File: src/mlbt_pkg.sv
// Package for the MAC learning bridge table.
// Holds field widths, verdict codes, the controller state type and the table entry type.
// No dependencies.
package mlbt_pkg;

    localparam int unsigned PORT_W    = 4;
    localparam int unsigned MAC_W     = 48;
    localparam int unsigned VERDICT_W = 2;

    // Group bit of the first transmitted byte
    localparam int unsigned GROUP_BIT = 40;

    localparam logic [VERDICT_W-1:0] VERDICT_FLOOD   = 2'd0;
    localparam logic [VERDICT_W-1:0] VERDICT_UNICAST = 2'd1;
    localparam logic [VERDICT_W-1:0] VERDICT_DROP    = 2'd2;

    typedef enum logic [2:0] {
        ST_IDLE = 3'b001,
        ST_SCAN = 3'b010,
        ST_DONE = 3'b100
    } state_t;

    typedef struct packed {
        logic [MAC_W-1:0]  mac;
        logic [PORT_W-1:0] port;
    } entry_t;

endpackage

File: src/mac_learning_bridge_table.sv
// Top level of the MAC learning bridge table: learns source addresses into a
// table memory with one read and one write port and classifies each frame's destination.
// Depends on mlbt_pkg.
//
// One transaction on the s_ channel carries one frame header (ingress port,
// destination MAC, source MAC) and produces exactly one transaction on the m_
// channel (verdict, out_port, learn_full). The table lives in one synchronous
// memory of TABLE_DEPTH entries, each holding a MAC and its port, filled in
// order from entry 0. Entries at or above the fill count are never read, so
// the memory needs no clearing pass after reset. Per header, one linear scan
// over the filled entries looks up the source and the destination together,
// one entry per cycle through the memory's single read port with registered
// read data; the source is then learned with one write (port update on a hit,
// append on a miss while room remains). A header is accepted in the idle state,
// then scanned with one read per filled entry and a final compare of the last
// read, then learned and its result registered in the done state. A finished
// result waits in the output register, and the next header is accepted
// meanwhile; the write cycle of the following header stalls only if that
// earlier result still has not been taken.
module mac_learning_bridge_table #(
    parameter int unsigned TABLE_DEPTH = 64
) (
    input  logic                                 aclk,
    input  logic                                 aresetn,

    input  logic                                 s_valid,
    output logic                                 s_ready,
    input  logic [mlbt_pkg::PORT_W-1:0]          s_in_port,
    input  logic [mlbt_pkg::MAC_W-1:0]           s_dst_mac,
    input  logic [mlbt_pkg::MAC_W-1:0]           s_src_mac,

    output logic                                 m_valid,
    input  logic                                 m_ready,
    output logic [mlbt_pkg::VERDICT_W-1:0]       m_verdict,
    output logic [mlbt_pkg::PORT_W-1:0]          m_out_port,
    output logic                                 m_learn_full
);

    // Index width addresses the memory; count width also holds TABLE_DEPTH.
    localparam int unsigned AW = (TABLE_DEPTH > 1) ? $clog2(TABLE_DEPTH) : 1;
    localparam int unsigned CW = $clog2(TABLE_DEPTH + 1);
    localparam logic [CW-1:0] DEPTH_C = CW'(TABLE_DEPTH);

    // ------------------------------------------------------------------
    // Table memory: one write and one registered read per cycle
    // ------------------------------------------------------------------
    mlbt_pkg::entry_t table_mem [TABLE_DEPTH];

    logic             rd_en;
    logic [AW-1:0]    rd_idx;
    mlbt_pkg::entry_t rd_data_reg;
    logic             wr_en;
    logic [AW-1:0]    wr_idx;
    mlbt_pkg::entry_t wr_data;

    always_ff @(posedge aclk) begin
        if (wr_en) begin
            table_mem[wr_idx] <= wr_data;
        end
        if (rd_en) begin
            rd_data_reg <= table_mem[rd_idx];
        end
    end

    // ------------------------------------------------------------------
    // Control and working registers
    // ------------------------------------------------------------------
    mlbt_pkg::state_t state_reg, state_next;

    logic [CW-1:0]                  fill_reg, fill_next;
    logic [CW-1:0]                  addr_reg, addr_next;
    logic                           rd_vld_reg, rd_vld_next;
    logic [AW-1:0]                  rd_idx_reg, rd_idx_next;

    // Header captured at accept
    logic [mlbt_pkg::PORT_W-1:0]    port_reg, port_next;
    logic [mlbt_pkg::MAC_W-1:0]     dst_reg, dst_next;
    logic [mlbt_pkg::MAC_W-1:0]     src_reg, src_next;

    // Scan results
    logic                           src_hit_reg, src_hit_next;
    logic [AW-1:0]                  src_idx_reg, src_idx_next;
    logic                           dst_hit_reg, dst_hit_next;
    logic [mlbt_pkg::PORT_W-1:0]    dst_port_reg, dst_port_next;

    // Output register
    logic                           m_valid_reg, m_valid_next;
    logic [mlbt_pkg::VERDICT_W-1:0] verdict_reg, verdict_next;
    logic [mlbt_pkg::PORT_W-1:0]    out_port_reg, out_port_next;
    logic                           full_reg, full_next;

    logic s_fire;
    logic room;
    logic finish;

    assign s_ready = (state_reg == mlbt_pkg::ST_IDLE);
    assign s_fire  = s_valid && s_ready;
    assign room    = (fill_reg < DEPTH_C);
    // The result slot frees up this cycle or is already empty
    assign finish  = (state_reg == mlbt_pkg::ST_DONE) && (!m_valid_reg || m_ready);

    always_comb begin
        state_next    = state_reg;
        fill_next     = fill_reg;
        addr_next     = addr_reg;
        rd_vld_next   = 1'b0;
        rd_idx_next   = rd_idx_reg;
        port_next     = port_reg;
        dst_next      = dst_reg;
        src_next      = src_reg;
        src_hit_next  = src_hit_reg;
        src_idx_next  = src_idx_reg;
        dst_hit_next  = dst_hit_reg;
        dst_port_next = dst_port_reg;
        m_valid_next  = m_valid_reg && !m_ready;
        verdict_next  = verdict_reg;
        out_port_next = out_port_reg;
        full_next     = full_reg;
        rd_en         = 1'b0;
        rd_idx        = addr_reg[AW-1:0];
        wr_en         = 1'b0;
        wr_idx        = src_idx_reg;
        wr_data.mac   = src_reg;
        wr_data.port  = port_reg;

        case (state_reg)
            mlbt_pkg::ST_IDLE: begin
                if (s_fire) begin
                    port_next    = s_in_port;
                    dst_next     = s_dst_mac;
                    src_next     = s_src_mac;
                    src_hit_next = 1'b0;
                    dst_hit_next = 1'b0;
                    addr_next    = '0;
                    state_next   = mlbt_pkg::ST_SCAN;
                end
            end

            mlbt_pkg::ST_SCAN: begin
                // Issue the next read while entries remain below the fill count
                if (addr_reg < fill_reg) begin
                    rd_en       = 1'b1;
                    rd_vld_next = 1'b1;
                    rd_idx_next = addr_reg[AW-1:0];
                    addr_next   = addr_reg + 1'b1;
                end
                // Compare the entry read in the previous cycle
                if (rd_vld_reg) begin
                    if (rd_data_reg.mac == src_reg) begin
                        src_hit_next = 1'b1;
                        src_idx_next = rd_idx_reg;
                    end
                    if (rd_data_reg.mac == dst_reg) begin
                        dst_hit_next  = 1'b1;
                        dst_port_next = rd_data_reg.port;
                    end
                end
                // Leave once no reads remain; the last compare lands this cycle
                if (!(addr_reg < fill_reg)) begin
                    state_next = mlbt_pkg::ST_DONE;
                end
            end

            mlbt_pkg::ST_DONE: begin
                if (finish) begin
                    // Learn the source: update on hit, append while room remains
                    full_next = 1'b0;
                    if (src_hit_reg) begin
                        wr_en = 1'b1;
                    end else if (room) begin
                        wr_en     = 1'b1;
                        wr_idx    = fill_reg[AW-1:0];
                        fill_next = fill_reg + 1'b1;
                    end else begin
                        full_next = 1'b1;
                    end

                    // Classify the destination; a destination equal to the
                    // source sees the port just learned, if it was stored
                    out_port_next = '0;
                    if (dst_reg[mlbt_pkg::GROUP_BIT]) begin
                        verdict_next = mlbt_pkg::VERDICT_FLOOD;
                    end else if (dst_reg == src_reg) begin
                        if (src_hit_reg || room) begin
                            verdict_next  = mlbt_pkg::VERDICT_UNICAST;
                            out_port_next = port_reg;
                        end else begin
                            verdict_next = mlbt_pkg::VERDICT_DROP;
                        end
                    end else if (dst_hit_reg) begin
                        verdict_next  = mlbt_pkg::VERDICT_UNICAST;
                        out_port_next = dst_port_reg;
                    end else begin
                        verdict_next = mlbt_pkg::VERDICT_DROP;
                    end

                    m_valid_next = 1'b1;
                    state_next   = mlbt_pkg::ST_IDLE;
                end
            end

            default: begin
                state_next = mlbt_pkg::ST_IDLE;
            end
        endcase
    end

    always_ff @(posedge aclk) begin
        if (!aresetn) begin
            state_reg   <= mlbt_pkg::ST_IDLE;
            fill_reg    <= '0;
            rd_vld_reg  <= 1'b0;
            m_valid_reg <= 1'b0;
        end else begin
            state_reg   <= state_next;
            fill_reg    <= fill_next;
            rd_vld_reg  <= rd_vld_next;
            m_valid_reg <= m_valid_next;
        end
    end

    // Payload registers, no reset
    always_ff @(posedge aclk) begin
        addr_reg     <= addr_next;
        rd_idx_reg   <= rd_idx_next;
        port_reg     <= port_next;
        dst_reg      <= dst_next;
        src_reg      <= src_next;
        src_hit_reg  <= src_hit_next;
        src_idx_reg  <= src_idx_next;
        dst_hit_reg  <= dst_hit_next;
        dst_port_reg <= dst_port_next;
        verdict_reg  <= verdict_next;
        out_port_reg <= out_port_next;
        full_reg     <= full_next;
    end

    assign m_valid      = m_valid_reg;
    assign m_verdict    = verdict_reg;
    assign m_out_port   = out_port_reg;
    assign m_learn_full = full_reg;

    // ------------------------------------------------------------------
    // Assertions
    // ------------------------------------------------------------------
    a_fill_bound: assert property (@(posedge aclk) disable iff (!aresetn)
        fill_reg <= DEPTH_C)
        else $error("fill count exceeds table depth");

    a_read_in_fill: assert property (@(posedge aclk) disable iff (!aresetn)
        rd_vld_reg |-> (CW'(rd_idx_reg) < fill_reg))
        else $error("read beyond filled part of the table");

    a_full_only_when_full: assert property (@(posedge aclk) disable iff (!aresetn)
        (m_valid_reg && full_reg) |-> (fill_reg == DEPTH_C))
        else $error("learn_full reported with room in the table");

    a_port_zero: assert property (@(posedge aclk) disable iff (!aresetn)
        (m_valid_reg && (verdict_reg != mlbt_pkg::VERDICT_UNICAST)) |-> (out_port_reg == '0))
        else $error("out_port nonzero on flood or drop");

    a_accept_scans: assert property (@(posedge aclk) disable iff (!aresetn)
        s_fire |=> (state_reg == mlbt_pkg::ST_SCAN))
        else $error("accepted header did not start a scan");

endmodule
File: config.mk
export PLATFORM = sky130hd
export DESIGN_NAME = mac_learning_bridge_table
export DESIGN_NICKNAME = d
export VERILOG_FILES = /design/src/mlbt_pkg.sv /design/src/mac_learning_bridge_table.sv
export SDC_FILE = /design/constraint.sdc
export NUM_CORES = 2
export LEC_CHECK = 0
export BUFFER_PORTS_ARGS = -buffer_cell sky130_fd_sc_hd__buf_2
export CAP_MARGIN = 20
export CORE_AREA = 2 2 673 675
export CTS_CLUSTER_DIAMETER = 30
export CTS_CLUSTER_SIZE = 14
export DETAILED_ROUTE_END_ITERATION = 12
export DIE_AREA = 0 0 675 677
export PLACE_DENSITY_LB_ADDON = 0.1
export SKIP_LAST_GASP = 1
export SLEW_MARGIN = 20
export SYNTH_ARGS = -nofsm -noshare
export SYNTH_HDL_FRONTEND = slang
export SYNTH_SLANG_ARGS = --single-unit
File: constraint.sdc
create_clock -name aclk -period 12.5 [get_ports aclk]
set_clock_uncertainty 0.15 [all_clocks]
set_input_delay 0 -clock aclk [delete_from_list [all_inputs] [get_ports aclk]]
set_output_delay 0 -clock aclk [all_outputs]
set_load 0.005 [all_outputs]
==> metrics.txt <==
status complete, no violations; wirelength, routed 479000 um; DR vias/cell 5.04; vias in the first global route 74218; async set-reset flop share out of synthesis 0; Req. time, crit path 13.04 ns; Max Freq 198 MHz; Nets 7314; simple-gate share of the synthesized area 0.0128; PwrDens 212 nW/um^2; max FFs per register 3328; CP Depth 7; R2R setup slack 7.45 ns; synth warn 0; Critical Path Source state_reg[2]; syn nets 6076; drt pass-1 iters 5; critical path class reg -> reg; CTS tree yes; Slew Viols, Final 0; mux share of post-synthesis cell area 0.143; antenna-violating nets left 0; Die ar. 457000 um^2; crit path max-delay cell type buf_4; number of synthesized flops with an enable pin 3512; maximum root-to-sink buffer count 4; Post-Synth XOR/XNOR Area 0.00998; share of post-route cells with drive strength above 1 0.336; crit end category register; Worst Setup EP table_mem[19][14]; Worst Path Buf+Inv 2; Die Ht 677 um; Synth area leaders edfxtp_1 79%, mux4_2 13%, mux2i_1 1.0%, a22o_1 0.68%, xor2_1 0.60%; first-pass GRT wire length 646000 um; Post-Synthesis Cells 5964; Hold Vio Cnt, Final 0; Worst R2R End table_mem[19][14]; Worst Hold Class in -> reg; CTS sink cnt 3524; CP peak stage delay 0.76 ns; Yosys cell types 50; Die Wd 675 um; Post-CTS Repair Setup Buffers 0; Critical Path AT 5.59 ns; fillers 40413; GRT overflow 0; number of I/O pins 113; synthesis-to-finish area growth 31.3%; Cell Chain, Critical Path nor3b_1, nand3_1, o31ai_1, nand2_1, nor2_4, buf_4, buf_4; largest net degree at the start of global routing 127; Syn Area/Cell 22.5 um^2; Crit path top cell by count buf_4; endpoints failing setup 0; vias 70235; TritonCTS Buffers 861; P_leak 57.2 nW; DP HPWL 279000 um; H-tree depth 6; root buffer cell clkbuf_16; share of the synthesized area in the top cell type 0.785; initial antenna violation count 31; Crit Path Max Fanout 27; r2r startpoint state_reg[2]; Hold Path Depth 3; RePlAce Congestion 0.811; post-route setup TNS 0 ns; largest area contributor in the netlist edfxtp_1; # rows 247; WL/cell 34.4 um; Worst slew margin 0.167; port bufs 112; Max-cap violations 0; largest family of logic cells by synthesized area multiplexers; most frequent cell after synthesis edfxtp_1; clock transition at the registers of the reported paths 0.04 ns; FF-to-FF path depth 7; Final period util 0.404; GR Util All Layers 0.207; Synth top cells by count 3512 x edfxtp_1, 762 x mux4_2, 146 x clkbuf_1, 140 x mux2i_1, 125 x o22ai_1; Synth Area in Adders 0.000745; Seq/Total Area, Yosys 0.787; Worst Tran Pin Value 1.24 ns; Finished Layout Cells 13935; Synth Area in Compound Gates 0.0341; ys flop type edfxtp_1; Post-Place Cells 12018; peak supply drop 0.155 mV; Initial Util 0.298; DRC 0; Cell Area, Synth 134000 um^2; clock latency on the worst-skew pair 1.09 ns; DR iter-0 viols 7260; unrepaired setup endpoints after global routing no; Yosys reg bits 3524; min cycle time layout 5.05 ns; Startpoint Class register; core area 451000 um^2; delay-heaviest family, CP simple AND/OR/NAND/NOR gates
[worst min-delay path by stage]
stage,start,endpoint,slack (ns)
after floorplan,s_dst_mac[0],dst_reg[0],-0.05
after global placement,s_dst_mac[17],dst_reg[17],0.03
after detailed placement,s_src_mac[7],src_reg[7],0.03
after CTS,s_src_mac[44],src_reg[44],0.01
after global routing,s_src_mac[46],src_reg[46],0.06
final,s_src_mac[44],src_reg[44],0.07
[per-layer routing]
layer,GRT usage,part of all wire,up-vias
li1,-,-,28433
met1,0.272,0.42,38932
met2,0.356,0.51,2258
met3,0.0316,0.048,610
met4,0.0533,0.023,2
met5,0,0.000027,-
[layout by cell type, fill, tap and decap left out, types with 22 or more instances in the layout]
cell type and instances:
o21ai_1 73, mux2_2 54, nor2b_1 35, nor2_1 26, o221ai_1 38, mux4_2 762
mux2i_1 140, buf_4 279, xor2_1 92, clkbuf_16 869, dlygate4sd3_1 297, a22oi_1 34
a221oi_1 43, xnor2_1 61, o31ai_1 24, nand4_1 22, clkinv_4 27, clkbuf_1 104
nor3_1 29, nor4_1 25, a22o_1 104, nor2_4 66, clkinvlp_4 82, a211oi_1 40
edfxtp_1 3512, a21oi_1 73, clkinv_16 25, nand2_1 43, clkinv_2 177, bufinv_16 138
clkinv_1 161, o22ai_1 125, buf_2 112, o21ai_0 55
[layout make-up]
| cell class | count | area (um^2) | share of cell area |
|---|---|---|---|
| clock inverters | 638 | 7620 | 0.0432 |
| clock buffers | 976 | 22200 | 0.126 |
| well taps | 5976 | 7480 | 0.0424 |
| diodes | 6 | 15.0 | 0.0000851 |
| flip-flops and latches | 3524 | 106000 | 0.599 |
| multi-input cells | 2107 | 27500 | 0.156 |
| repair buffers | 698 | 5830 | 0.0330 |
| inverters | 10 | 37.5 | 0.000213 |
[worst min-delay path, stage by stage]
cell and delay (ns):
dlygate4sd3_1 0.54, buf_2 0.10, dlygate4sd3_1 0.53
[cell families (layout without fill, tap and decap cells)]
family                   after synthesis  after routing
other                                  0              6
AND/OR/NAND/NOR                      333            333
XOR/XNOR                             153            153
AO/OA/AOI/OAI                        657            657
adder cells (fa/ha/maj)                8              8
buffers and inverters                333           2322
flip-flops                          3524           3524
multiplexers                         956            956
[repair_timing]
item / CTS / global route
endpoints found under the hold margin: 153 / 0
gates resized for setup: 0 / 0
hold buffers: 297 / 0
[per-stage QoR]
| step | hold slack [ns] | utilization | instance area (um^2) | power (mW) | worst slack (ns) |
|---|---|---|---|---|---|
| 6_report | 0.0737 | 0.391 | 176000 | 37.4 | 7.45 |
| 5_1_grt | 0.0641 | 0.391 | 176000 | 38.4 | 7.14 |
| 4_1_cts | 0.0102 | 0.391 | 176000 | 37.7 | 7.46 |
| 3_5_place_dp | 0.0281 | 0.319 | 144000 | 15.0 | 7.46 |
| 3_3_place_gp | 0.0263 | 0.319 | 144000 | 15.0 | 7.11 |
| 2_1_floorplan | -0.0511 | - | 134000 | 14.2 | 5.67 |
[power by group]
| part | switching [mW] | leakage, nW | internal [mW] |
|---|---|---|---|
| logic | 1.05 | 11.1 | 0.566 |
| registers | 0.0591 | 31.7 | 13.1 |
| clock network | 7.08 | 14.3 | 15.5 |
Power figures use the tool's default switching activity.
